### src/design/rdfd_pkg.sv
package rdfd_pkg;

    // Panel geometry default and fixed field widths
    localparam int PANEL_SIZE_DEF = 10;
    localparam int PIX_W          = 8;
    localparam int POS_W          = 8;
    localparam int ROW_W          = 4;
    localparam int WORD_W         = 30;
    localparam int SLOT_W         = 5;

    localparam logic [POS_W-1:0] POS_START = 8'd255;
    localparam logic [PIX_W-1:0] RICE_STEP = 8'd8;

    typedef enum logic {
        OP_KEY    = 1'b0,
        OP_STREAM = 1'b1
    } rdfd_op_t;

    typedef struct packed {
        logic              operation;
        logic [SLOT_W-1:0] key_slot;
        logic [7:0]        key_byte;
        logic              stream_bit;
    } rdfd_in_t;

    typedef struct packed {
        logic [ROW_W-1:0]  row_number;
        logic [WORD_W-1:0] row_bits;
        logic              position_error;
        logic              last;
    } rdfd_out_t;

    typedef enum logic [2:0] {
        ST_IDLE,
        ST_KEY,
        ST_EVT,
        ST_UPD,
        ST_FRD,
        ST_FACC,
        ST_FOUT
    } rdfd_state_t;

endpackage

### src/design/rice_delta_frame_decoder.sv
// Keyframe byte: accepted in ST_IDLE, then four pixel writes in ST_KEY (pixels past the
// panel skipped). Stream bit: accepted in ST_IDLE; a bit that closes a nonzero event adds
// the position step (ST_EVT) and, if that lands on the panel, the pixel read-modify-write
// (ST_UPD). Frame end: PANEL_SIZE+1 words, each from PANEL_SIZE registered pixel reads
// (ST_FRD then ST_FACC), sent from ST_FOUT once the output is free. Reset (rst_n low,
// async) zeroes the pixel store through per-pixel valid bits, so no clearing pass is
// needed; stream state returns to position 255, event 0, no error.
module rice_delta_frame_decoder #(
    parameter int PANEL_SIZE = rdfd_pkg::PANEL_SIZE_DEF
) (
    input  logic               clk,
    input  logic               rst_n,
    input  logic               in_valid,
    output logic               in_ready,
    input  rdfd_pkg::rdfd_in_t  in_data,
    output logic               out_valid,
    input  logic               out_ready,
    output rdfd_pkg::rdfd_out_t out_data
);

    import rdfd_pkg::*;

    localparam int PIXEL_COUNT = PANEL_SIZE * PANEL_SIZE;
    localparam int ADDR_W      = $clog2(PIXEL_COUNT);
    localparam int IDX_W       = SLOT_W + 2;
    localparam int ROW_BITS    = 3 * (PANEL_SIZE - 1);
    localparam int DIAG_BITS   = 3 * PANEL_SIZE;

    localparam logic [ROW_W-1:0]  LAST_COL  = ROW_W'(PANEL_SIZE - 1);
    localparam logic [ROW_W-1:0]  DIAG_ROW  = ROW_W'(PANEL_SIZE);
    localparam logic [ADDR_W-1:0] DIAG_STEP = ADDR_W'(PANEL_SIZE + 1);

    // Sequencer and stream state
    rdfd_state_t       state_reg,  state_next;
    logic [1:0]        suffix_reg, suffix_next;
    logic [PIX_W-1:0]  event_reg,  event_next;
    logic [POS_W-1:0]  pos_reg,    pos_next;
    logic              error_reg,  error_next;
    logic [PIXEL_COUNT-1:0] valid_reg, valid_next;
    logic              out_valid_reg, out_valid_next;

    // Working registers (no reset)
    logic [SLOT_W-1:0] slot_reg,   slot_next;
    logic [7:0]        byte_reg,   byte_next;
    logic [1:0]        lane_reg,   lane_next;
    logic [ROW_W-1:0]  row_reg,    row_next;
    logic [ROW_W-1:0]  col_reg,    col_next;
    logic [ADDR_W-1:0] addr_reg,   addr_next;
    logic              parity_reg, parity_next;
    logic              rd_valid_reg, rd_valid_next;
    logic [PANEL_SIZE-1:0] plane0_reg, plane0_next;
    logic [PANEL_SIZE-1:0] plane1_reg, plane1_next;
    logic [PANEL_SIZE-1:0] plane2_reg, plane2_next;
    rdfd_out_t         out_data_reg, out_data_next;

    // Pixel store port
    logic              ram_we;
    logic [ADDR_W-1:0] ram_waddr;
    logic [PIX_W-1:0]  ram_wdata;
    logic [ADDR_W-1:0] ram_raddr;
    logic [PIX_W-1:0]  ram_rdata;

    // Helpers
    logic [PIX_W-1:0]  px;
    logic [POS_W-1:0]  pos_sum;
    logic [IDX_W-1:0]  key_idx;
    logic [PIX_W-1:0]  suffix_add;
    logic              plane_shift;
    logic              out_free;
    logic [WORD_W-1:0] word;

    rdfd_ram #(
        .WIDTH (PIX_W),
        .DEPTH (PIXEL_COUNT)
    ) u_store (
        .clk   (clk),
        .we    (ram_we),
        .waddr (ram_waddr),
        .wdata (ram_wdata),
        .raddr (ram_raddr),
        .rdata (ram_rdata)
    );

    // Unwritten pixels read as zero
    assign px          = rd_valid_reg ? ram_rdata : '0;
    assign pos_sum     = pos_reg + {1'b0, event_reg[PIX_W-1:1]};
    assign key_idx     = {slot_reg, 2'b00} + IDX_W'(lane_reg);
    assign suffix_add  = PIX_W'(in_data.stream_bit) << (suffix_reg - 2'd1);
    assign plane_shift = (row_reg == DIAG_ROW) || (col_reg != row_reg);
    assign out_free    = !out_valid_reg || out_ready;

    // Frame word from the three thermometer planes; first column sits lowest
    always_comb
    begin
        word = '0;
        if (row_reg == DIAG_ROW)
        begin
            word[DIAG_BITS-1:0] = {plane2_reg, plane1_reg, plane0_reg};
        end
        else
        begin
            word[ROW_BITS-1:0] = {plane2_reg[PANEL_SIZE-1:1], plane1_reg[PANEL_SIZE-1:1],
                                  plane0_reg[PANEL_SIZE-1:1]};
        end
    end

    always_comb
    begin
        state_next     = state_reg;
        suffix_next    = suffix_reg;
        event_next     = event_reg;
        pos_next       = pos_reg;
        error_next     = error_reg;
        valid_next     = valid_reg;
        out_valid_next = out_valid_reg;
        slot_next      = slot_reg;
        byte_next      = byte_reg;
        lane_next      = lane_reg;
        row_next       = row_reg;
        col_next       = col_reg;
        addr_next      = addr_reg;
        parity_next    = parity_reg;
        rd_valid_next  = rd_valid_reg;
        plane0_next    = plane0_reg;
        plane1_next    = plane1_reg;
        plane2_next    = plane2_reg;
        out_data_next  = out_data_reg;
        ram_we         = 1'b0;
        ram_waddr      = pos_reg[ADDR_W-1:0];
        ram_wdata      = '0;
        ram_raddr      = addr_reg;
        in_ready       = 1'b0;

        if (out_valid_reg && out_ready)
        begin
            out_valid_next = 1'b0;
        end

        unique case (state_reg)
            ST_IDLE:
            begin
                in_ready = 1'b1;
                if (in_valid)
                begin
                    if (in_data.operation == OP_KEY)
                    begin
                        slot_next   = in_data.key_slot;
                        byte_next   = in_data.key_byte;
                        lane_next   = '0;
                        suffix_next = '0;
                        event_next  = '0;
                        pos_next    = POS_START;
                        error_next  = 1'b0;
                        state_next  = ST_KEY;
                    end
                    else if (suffix_reg == 2'd0)
                    begin
                        // unary prefix: zero adds 8, one opens the 3-bit suffix
                        if (in_data.stream_bit)
                        begin
                            suffix_next = 2'd3;
                        end
                        else
                        begin
                            event_next = event_reg + RICE_STEP;
                        end
                    end
                    else
                    begin
                        suffix_next = suffix_reg - 2'd1;
                        event_next  = event_reg + suffix_add;
                        if (suffix_reg == 2'd1)
                        begin
                            state_next = ST_EVT;
                        end
                    end
                end
            end

            ST_KEY:
            begin
                if (key_idx < IDX_W'(PIXEL_COUNT))
                begin
                    ram_we    = 1'b1;
                    ram_waddr = key_idx[ADDR_W-1:0];
                    ram_wdata = PIX_W'(byte_reg[2*lane_reg +: 2]);
                    valid_next[key_idx[ADDR_W-1:0]] = 1'b1;
                end
                lane_next = lane_reg + 2'd1;
                if (lane_reg == 2'd3)
                begin
                    state_next = ST_IDLE;
                end
            end

            ST_EVT:
            begin
                if (event_reg == '0)
                begin
                    // end of frame: start the row sweep
                    row_next    = '0;
                    col_next    = '0;
                    addr_next   = '0;
                    plane0_next = '0;
                    plane1_next = '0;
                    plane2_next = '0;
                    state_next  = ST_FRD;
                end
                else
                begin
                    pos_next    = pos_sum;
                    event_next  = '0;
                    parity_next = event_reg[0];
                    if (pos_sum < POS_W'(PIXEL_COUNT))
                    begin
                        ram_raddr     = pos_sum[ADDR_W-1:0];
                        rd_valid_next = valid_reg[pos_sum[ADDR_W-1:0]];
                        state_next    = ST_UPD;
                    end
                    else
                    begin
                        error_next = 1'b1;
                        state_next = ST_IDLE;
                    end
                end
            end

            ST_UPD:
            begin
                ram_we    = 1'b1;
                ram_waddr = pos_reg[ADDR_W-1:0];
                ram_wdata = parity_reg ? px + PIX_W'(1) : px - PIX_W'(1);
                valid_next[pos_reg[ADDR_W-1:0]] = 1'b1;
                state_next = ST_IDLE;
            end

            ST_FRD:
            begin
                ram_raddr     = addr_reg;
                rd_valid_next = valid_reg[addr_reg];
                state_next    = ST_FACC;
            end

            ST_FACC:
            begin
                if (plane_shift)
                begin
                    plane0_next = {px > PIX_W'(0), plane0_reg[PANEL_SIZE-1:1]};
                    plane1_next = {px > PIX_W'(1), plane1_reg[PANEL_SIZE-1:1]};
                    plane2_next = {px > PIX_W'(2), plane2_reg[PANEL_SIZE-1:1]};
                end
                if (col_reg == LAST_COL)
                begin
                    // rows end on the pixel before the next row; the diagonal restarts at 0
                    addr_next  = (row_reg == LAST_COL || row_reg == DIAG_ROW) ? '0
                                                                            : addr_reg + 1'b1;
                    state_next = ST_FOUT;
                end
                else
                begin
                    col_next   = col_reg + 1'b1;
                    addr_next  = (row_reg == DIAG_ROW) ? addr_reg + DIAG_STEP
                                                        : addr_reg + 1'b1;
                    state_next = ST_FRD;
                end
            end

            ST_FOUT:
            begin
                if (out_free)
                begin
                    out_valid_next               = 1'b1;
                    out_data_next.row_number     = row_reg;
                    out_data_next.row_bits       = word;
                    out_data_next.position_error = error_reg;
                    out_data_next.last           = (row_reg == DIAG_ROW);
                    plane0_next = '0;
                    plane1_next = '0;
                    plane2_next = '0;
                    col_next    = '0;
                    row_next    = row_reg + 1'b1;
                    if (row_reg == DIAG_ROW)
                    begin
                        pos_next   = POS_START;
                        event_next = '0;
                        error_next = 1'b0;
                        state_next = ST_IDLE;
                    end
                    else
                    begin
                        state_next = ST_FRD;
                    end
                end
            end

            default:
            begin
                state_next = ST_IDLE;
            end
        endcase
    end

    always_ff @(posedge clk or negedge rst_n)
    begin
        if (!rst_n)
        begin
            state_reg     <= ST_IDLE;
            suffix_reg    <= '0;
            event_reg     <= '0;
            pos_reg       <= POS_START;
            error_reg     <= 1'b0;
            valid_reg     <= '0;
            out_valid_reg <= 1'b0;
        end
        else
        begin
            state_reg     <= state_next;
            suffix_reg    <= suffix_next;
            event_reg     <= event_next;
            pos_reg       <= pos_next;
            error_reg     <= error_next;
            valid_reg     <= valid_next;
            out_valid_reg <= out_valid_next;
        end
    end

    always_ff @(posedge clk)
    begin
        slot_reg     <= slot_next;
        byte_reg     <= byte_next;
        lane_reg     <= lane_next;
        row_reg      <= row_next;
        col_reg      <= col_next;
        addr_reg     <= addr_next;
        parity_reg   <= parity_next;
        rd_valid_reg <= rd_valid_next;
        plane0_reg   <= plane0_next;
        plane1_reg   <= plane1_next;
        plane2_reg   <= plane2_next;
        out_data_reg <= out_data_next;
    end

    assign out_valid = out_valid_reg;
    assign out_data  = out_data_reg;

endmodule

### src/design/rdfd_ram.sv
module rdfd_ram #(
    parameter int WIDTH = 8,
    parameter int DEPTH = 100
) (
    input  logic                     clk,
    input  logic                     we,
    input  logic [$clog2(DEPTH)-1:0] waddr,
    input  logic [WIDTH-1:0]         wdata,
    input  logic [$clog2(DEPTH)-1:0] raddr,
    output logic [WIDTH-1:0]         rdata
);

    logic [WIDTH-1:0] mem [DEPTH];

    always_ff @(posedge clk)
    begin
        if (we)
        begin
            mem[waddr] <= wdata;
        end
        rdata <= mem[raddr];
    end

endmodule

### config.mk
export PLATFORM = sky130hd
export DESIGN_NAME = rice_delta_frame_decoder
export DESIGN_NICKNAME = d
export VERILOG_FILES = /design/src/design/rdfd_pkg.sv /design/src/design/rice_delta_frame_decoder.sv /design/src/design/rdfd_ram.sv
export SDC_FILE = /design/constraint.sdc
export NUM_CORES = 1
export LEC_CHECK = 0
export ABC_AREA = 1
export BUFFER_PORTS_ARGS = -buffer_cell sky130_fd_sc_hd__buf_2
export CAP_MARGIN = 15
export CORE_ASPECT_RATIO = 0.9
export CORE_MARGIN = 2
export CORE_UTILIZATION = 30
export DETAILED_ROUTE_END_ITERATION = 10
export PLACE_DENSITY = 0.54
export SLEW_MARGIN = 20
export SYNTH_ARGS = -nofsm -noshare
export SYNTH_HDL_FRONTEND = slang
export SYNTH_HIERARCHICAL = 1
export SYNTH_SLANG_ARGS = --single-unit
### constraint.sdc
create_clock -name clk -period 7.85 [get_ports clk]
set_clock_uncertainty 0.05 [all_clocks]
set_input_delay 1.1775 -clock clk [delete_from_list [all_inputs] [get_ports clk]]
set_output_delay 1.1775 -clock clk [all_outputs]
set_load 0.01 [all_outputs]
After elaboration in Yosys (flattened, before gate mapping)
Memories as Yosys holds them, arrays and structs flattened. A register that Yosys moved wholly into a read port is not among the register bits.
Cells that the tools add are included.
{ "word_totals": {"reg_bits": 221, "mem_bits_rw": 800, "input_bits": 19, "output_inout_bits": 38, "word_cells": 201, "mem_count": 1} }
{ "memory_table": {"columns": ["memory", "depth", "word_bits", "read_ports", "rd_ports_with_merged_regs", "wr", "line_no", "rtl"], "rows": [
  ["u_store.mem", 100, 8, 1, 1, 1, "rdfd_ram.sv:13", "logic [WIDTH-1:0] mem [DEPTH];"]
]} }
{ "op_classes": {"addsub": 12, "n_lt_le_gt_ge": 11, "n_eq_ne": 28, "shift": 2, "muxes": 88, "bitwise_logic": 4, "n_reduce_logical": 32} }
{ "op_table": {"columns": ["op", "count"], "rows": [
  ["100-bit OR", 2],
  ["100-bit one-hot mux with 2 select lines", 1],
  ["8-bit two-way mux", 14],
  ["100-bit two-way mux", 1],
  ["10-bit one-hot mux with 3 select lines", 3],
  ["7-bit two-way mux", 9],
  ["10-bit two-way mux", 5],
  ["8-bit one-hot mux with 3 select lines", 2],
  ["7-bit by 8-bit < comparator with 1-bit output (second input constant)", 4],
  ["27-bit two-way mux", 1],
  ["3-bit two-way mux", 8],
  ["2-bit != test (second input constant)", 12],
  ["1-bit two-way mux", 19],
  ["3-bit one-hot mux with 6 select lines", 1],
  ["8-bit by 1-bit > comparator with 1-bit output (second input constant)", 2],
  ["2-bit two-way mux", 8],
  ["4-bit two-way mux", 4],
  ["8-bit one-hot mux with 2 select lines", 1],
  ["3-bit AND reduction", 5],
  ["1-bit binary-select mux with 7-bit select", 2],
  ["1-bit demux with 7-bit select", 2],
  ["7-bit by 1-bit greater-or-equal comparator with 1-bit output (second input constant)", 2],
  ["7-bit one-hot mux with 2 select lines", 1],
  ["4-bit equality test (second input constant)", 3],
  ["other kinds (43)", 65]
]} }

Depth between registers and ports, before layout
{ "logic_depth": {"ltp_word": 8, "depth_mapped": 28, "mapped_depth_nobuf": 24} }

Hierarchy
The synthesis kept the hierarchy.
{ "by_module_without_submodules": {"columns": ["mod", "n_inst", "cells_each", "area_each_um2", "seq_area_each_um2"], "rows": [
  ["rdfd_ram", 1, 2867, 33273.2, 24183.2],
  ["rice_delta_frame_decoder", 1, 1726, 13221.4, 6030.8]
]} }

Worst setup path after synthesis
OpenSTA, ideal clock, no wires.
{ "synth_timing": {"path_kind": "register to register", "start": "register rd_valid_reg", "end": "memory u_store.mem[0][0] (data pin)", "setup_time_ns": 0.980, "t_arrival_ns": 4.654, "required_ns": 6.820, "slack_ns": 2.166, "stages_incl_launch_ff": 5, "n_path_buf": 1, "period_less_slack_ns": 5.684, "cell_sequence": "edfxtp_1 -> buf_2 -> nand2_1 -> inv_1 -> o21ai_0"} }
{ "synth_between": {"elab_chain_cells": 4, "word_cells_on_any_way": 5, "cone_classes": "2 x add/sub; 3 x mux"} }
{ "synth_lines": {"columns": ["item", "line_no", "rtl"], "rows": [
  ["from (decl)", "rice_delta_frame_decoder.sv:50", "logic rd_valid_reg, rd_valid_next;"],
  ["from (signal assigned)", "rice_delta_frame_decoder.sv:336", "rd_valid_reg <= rd_valid_next;"],
  ["8-bit two-way mux (*)", "rice_delta_frame_decoder.sv:85", "assign px = rd_valid_reg ? ram_rdata : '0;"],
  ["8-bit by 1-bit subtractor with 8-bit output / 8-bit by 1-bit adder with 8-bit output (equally long branches)", "rice_delta_frame_decoder.sv:232", "ram_wdata = parity_reg ? px + PIX_W'(1) : px - PIX_W'(1);"],
  ["8-bit two-way mux (*)", "rice_delta_frame_decoder.sv:232", null],
  ["8-bit one-hot mux with 2 select lines (*)", "rice_delta_frame_decoder.sv:139", "unique case (state_reg)"],
  ["net ram_wdata[0]", "rice_delta_frame_decoder.sv:59", "logic [PIX_W-1:0] ram_wdata;"],
  ["to (decl)", "rdfd_ram.sv:13", null]
]} }
The timed path passes the listed nets; every way through them passes the cells marked *.

Worst setup path in the final report
{ "layout_timing": {"start": "register pos_reg[0]", "end": "register u_store.rdata[7] (read register of u_store.mem)"} }
{ "layout_between": {"elab_chain_cells": 5} }
{ "layout_lines": {"columns": ["item", "line_no", "rtl"], "rows": [
  ["from (decl)", "rice_delta_frame_decoder.sv:37", "logic [POS_W-1:0] pos_reg, pos_next;"],
  ["from (signal assigned)", "rice_delta_frame_decoder.sv:320", "pos_reg <= pos_next;"],
  ["8-bit by 7-bit adder with 8-bit output (*)", "rice_delta_frame_decoder.sv:86", "assign pos_sum = pos_reg + {1'b0, event_reg[PIX_W-1:1]};"],
  ["8-bit by 7-bit < comparator with 1-bit output", "rice_delta_frame_decoder.sv:214", "if (pos_sum < POS_W'(PIXEL_COUNT))"],
  ["7-bit two-way mux (*)", "rice_delta_frame_decoder.sv:214", null],
  ["7-bit two-way mux (*)", "rice_delta_frame_decoder.sv:198", "if (event_reg == '0)"],
  ["7-bit two-way mux (*)", "rice_delta_frame_decoder.sv:139", null],
  ["net ram_raddr[0]", "rice_delta_frame_decoder.sv:60", "logic [ADDR_W-1:0] ram_raddr;"],
  ["to (decl)", "rdfd_ram.sv:10", "output logic [WIDTH-1:0] rdata"]
]} }
Marked as above.
A chain may end at the register's enable or synchronous reset.

==> out/results.md <==
| Step | Metric | Reported |
|---|---|---|
| outcome | Run status | completed |
| power | Power per standard cell area | 352 nW/um^2 |
| setup path | FF-to-FF path depth | 22 |
| sta | Fmax | 0.171 GHz |
| route | Met2 layer wire length in the routed design | 61500 um |
| layout | Number of fill cells | 15600 |
| layout | Final #Nets | 4589 |
| setup path | Internal reg-to-reg setup slack | 1.99 ns |
| setup path | Kind of critical path | flip-flop to flip-flop |
| setup path | Required @ worst endpoint | 8.48 ns |
| sta | Ratio of final minimum period to clock period | 74.7% |
| sta | Max-slew violation total from the final report | 0 |
| route | Number of routed nets with antenna violations | 0 |
| route | Vias per cell | 4.97 |
| route | Detail Route met3 WL | 10000 um |
| setup path | Category of cells accounting for the largest share of critical-path delay | simple AND/OR/NAND/NOR gates |
| clock tree | Clock Tree Root | sky130_fd_sc_hd__clkbuf_16 |
| place | Half-perimeter wire length of the detailed placement result | 80200 um |
| synthesis | EDFF count, synth | 898 |
| layout | Leading cell type in the layout, fill and taps excluded | sky130_fd_sc_hd__nand2_1 |
| clock tree | Worst skew pair latency | 0.73 ns |
| layout | Fin util | 33.6% |
| global route | Global route total overflow | 0 |
| power | Internal power | 11.0 mW |
| sta | Transition at the pin with the smallest max-transition slack | 1.13 ns |
| flow run | Maximum Capacitance Violations | 0 |
| setup path | Delay of the slowest cell on the worst path | 0.85 ns |
| power | Leakage power | 20.1 nW |
| clock tree | Setup bufs post-CTS | 0 |
| hold path | Hold Crit Class | primary input to async pin |
| clock tree | CTS Hold Buffers Added | 0 |
| setup path | CP most frequent cell | sky130_fd_sc_hd__nand2_1 |
| floorplan | Number of standard-cell rows in the floorplan | 137 |
| route | Total detailed-routing wirelength | 137000 um |
| layout | Total inserted antenna cells | 0 |
| floorplan | Core Region | 154000 sq um |
| layout | Flip-flop count of the largest register after layout | 800 |
| route | Router iterations before antenna repair | 6 |
| place | Area of placed instances | 48500 sq um |
| route | Metal-1 WL | 61900 um |
| setup path | Origin of the critical flop-to-flop path | pos_reg[0] |
| layout | Area occupied by registers | 30200 sq um |
| clock tree | Number of clock sinks | 1029 |
| clock tree | CTS tree | done |
| power | Clock power share | 27.0% |
| power | Power after layout | 18.2 mW |
| synthesis | Count of state elements after synthesis | 1029 |
| layout | Growth of design area from synthesis to finish | 11.5% |
| synthesis | Number of distinct standard cells referenced by the synthesized netlist | 51 |
| setup path | Crit path launch type | flip-flop |
| clock tree | H-tree depth reported by CTS | 3 |
| clock tree | Count of cells resized by post-cts repair | 0 |
| floorplan | Die height | 377 um |
| synthesis | Synth warnings | 6 |
| floorplan | Number of ports placed on the die boundary | 57 |
| route | Routed length per placed instance | 20.4 um |
| setup path | Maximum fanout encountered on the critical timing path | 191 |
| route | Drt first-iter violations | 3454 |
| synthesis | Mean area per synthesized cell | 10.1 sq um |
| sta | Final-report hold violation count | 0 |
| synthesis | Predominant post-synthesis flop cell | sky130_fd_sc_hd__edfxtp_1 |
| floorplan | Die footprint | 158000 sq um |
| sta | Setup TNS | 0 ns |
| sta | Setup repair after global routing missed its margin | no |
| synthesis | Post-synthesis instance total | 4593 |
| sta | Min Tclk post-route | 5.86 ns |
| global route | Tot GR Track Use | 17.0% |
| global route | Via count of the first global-routing pass | 31400 |
| setup path | Element type at the critical path end | flip-flop |
| synthesis | Mapped Area | 46500 sq um |
| clock tree | Number of CTS-inserted buffers | 100 |
| synthesis | Async set-reset flop share out of synthesis | 12.0% |
| power | Proportion of power drawn by combinational gates | 35.3% |
| power | Worst voltage drop across the vdd grid | 0.318 mV |
| place | Gpl congestion | 0.847 |
| layout | Fraction of final layout cells sized beyond drive strength 1 | 7.27% |
| clock tree | Bufs on Longest Clock Path | 3 |
| place | Number of buffers added on ports | 56 |
| layout | Most frequent cells in the layout | sky130_fd_sc_hd__nand2_1 (1572), sky130_fd_sc_hd__edfxtp_1 (898), sky130_fd_sc_hd__nand3_1 (757) |
| global route | Wire length of the first global-routing pass | 205000 um |
| sta | Headroom to the max-slew limit | 24.3% |
| power | Net load switching power | 7.23 mW |
| floorplan | Initial Utilization | 30.1% |
| setup path | Slowest stage cell on the critical path | sky130_fd_sc_hd__xnor2_2 |
| setup path | CP bufs+invs | 3 |
| layout | Final Instance Area | 51800 sq um |
| clock tree | Clk slew on worst S/H paths | 0.06 ns |
| setup path | Arrival time of the worst setup path | 6.49 ns |
| sta | Final-layout worst hold slack | 0.384 ns |
| global route | Antenna violations before repair | 1 |
| setup path | Capturing point of the worst reg2reg path | u_store/rdata[7] |
| setup path | Cell-by-cell listing of the critical path | ha_2 > inv_1 > fa_1 > xnor2_2 > nor2_1 > a21oi_2 > nand2_2 > nand3_4 > nand2_2 > o21ai_4 > buf_4 > buf_12 > nand2_1 > nand3_1 > nand2_1 > nand2_1 > nand3_1 > nand3_1 > nand3_1 > nand2_1 > nand2_1 > nand2_1 |
| synthesis | Share of the yosys chip area belonging to registers | 65.0% |
| power | Power share of the sequential group | 37.7% |
| global route | Maximum number of pins on one net before global-route repair | 195 |
| synthesis | Synthesized Nets | 4641 |
| sta | Final setup violating endpoints | 0 |
| floorplan | Width of the chip | 419 um |
| route | Via total after detailed routing | 33400 |
| layout | Area taken by multi-input logic gates | 13900 sq um |
| route | DRC violations left | 0 |
| route | Max Used Layer | met5 |
| power | Switching part of the total power | 39.7% |
[cell families (layout without fill, tap and decap cells)]
kind of cell	Yosys count	in the layout	share of synthesized area, %
XOR/XNOR	19	19	0.374
AO/OA/AOI/OAI	355	355	4.65
AND/OR/NAND/NOR	2618	2618	23.6
buffers and inverters	543	574	5.56
adder cells (fa/ha/maj)	29	29	0.813
flip-flops	1029	1029	65.0
[through the flow]
step,instances,setup slack [ns]
2_1_floorplan,4593,2.17
3_3_place_gp,6523,2.19
3_5_place_dp,6523,2.16
4_1_cts,6708,2.16
5_1_grt,6709,1.69
6_report,6709,1.99
[layer usage]
metal	vias to the layer above	global-route usage [%]
li1	15600	-
met1	16300	24.6
met2	1300	26.4
met3	190	2.70
met4	2	4.33
met5	-	0
[worst max-delay path by stage]
stage | startpoint | endpoint | slack, ns | depth (start not counted)
after floorplan | rd_valid_reg | u_store/mem[0][0] | 2.17 | 4
after CTS | pos_reg[0] | u_store/rdata[1] | 2.16 | 22
after global placement | pos_reg[0] | u_store/rdata[1] | 2.19 | 22
after global routing | pos_reg[0] | u_store/rdata[1] | 1.69 | 22
final | pos_reg[0] | u_store/rdata[7] | 1.99 | 22
after detailed placement | pos_reg[0] | u_store/rdata[1] | 2.16 | 21
[synthesized netlist by cell type (11+ instances only)]
| library cell | instances | area, sq um |
|---|---|---|
| sky130_fd_sc_hd__clkbuf_1 | 57 | 214 |
| sky130_fd_sc_hd__buf_2 | 124 | 621 |
| sky130_fd_sc_hd__nor3_1 | 22 | 110 |
| sky130_fd_sc_hd__nand2_1 | 1572 | 5900 |
| sky130_fd_sc_hd__xor2_1 | 11 | 96.3 |
| sky130_fd_sc_hd__buf_1 | 15 | 56.3 |
| sky130_fd_sc_hd__nand2_2 | 12 | 75.1 |
| sky130_fd_sc_hd__o22ai_1 | 103 | 644 |
| sky130_fd_sc_hd__nand3_1 | 757 | 3790 |
| sky130_fd_sc_hd__ha_1 | 27 | 338 |
| sky130_fd_sc_hd__edfxtp_1 | 898 | 27000 |
| sky130_fd_sc_hd__o211ai_1 | 36 | 270 |
| sky130_fd_sc_hd__buf_6 | 39 | 439 |
| sky130_fd_sc_hd__inv_1 | 270 | 1010 |
| sky130_fd_sc_hd__a21o_1 | 17 | 128 |
| sky130_fd_sc_hd__o21ai_0 | 96 | 480 |
| sky130_fd_sc_hd__buf_4 | 23 | 173 |
| sky130_fd_sc_hd__dfrtp_1 | 115 | 2880 |
| sky130_fd_sc_hd__nor2_1 | 221 | 830 |
| sky130_fd_sc_hd__a21oi_1 | 66 | 330 |
| sky130_fd_sc_hd__inv_2 | 11 | 41.3 |
[power groups by stage]
| stage | combinational (mW) | clock [mW] | sequential (mW) |
|---|---|---|---|
| finish | 6.43 | 4.93 | 6.87 |
| global route | 7.05 | 5.24 | 6.90 |
| CTS | 6.37 | 5.03 | 6.86 |
| detailed placement | 6.35 | 0 | 6.98 |
| global placement | 6.33 | 0 | 6.97 |
| floorplan | 4.37 | 0 | 6.89 |
[cell type report]
cell class / count / area share (%)
clock buffer: 136 / 5.25
tap: 2085 / 5.03
inverter: 285 / 2.11
multi-input combinational: 3021 / 26.8
sequential: 1029 / 58.3
clock inverter: 49 / 1.13
timing repair buffer: 104 / 1.41
(Power assumes the default switching activity.)
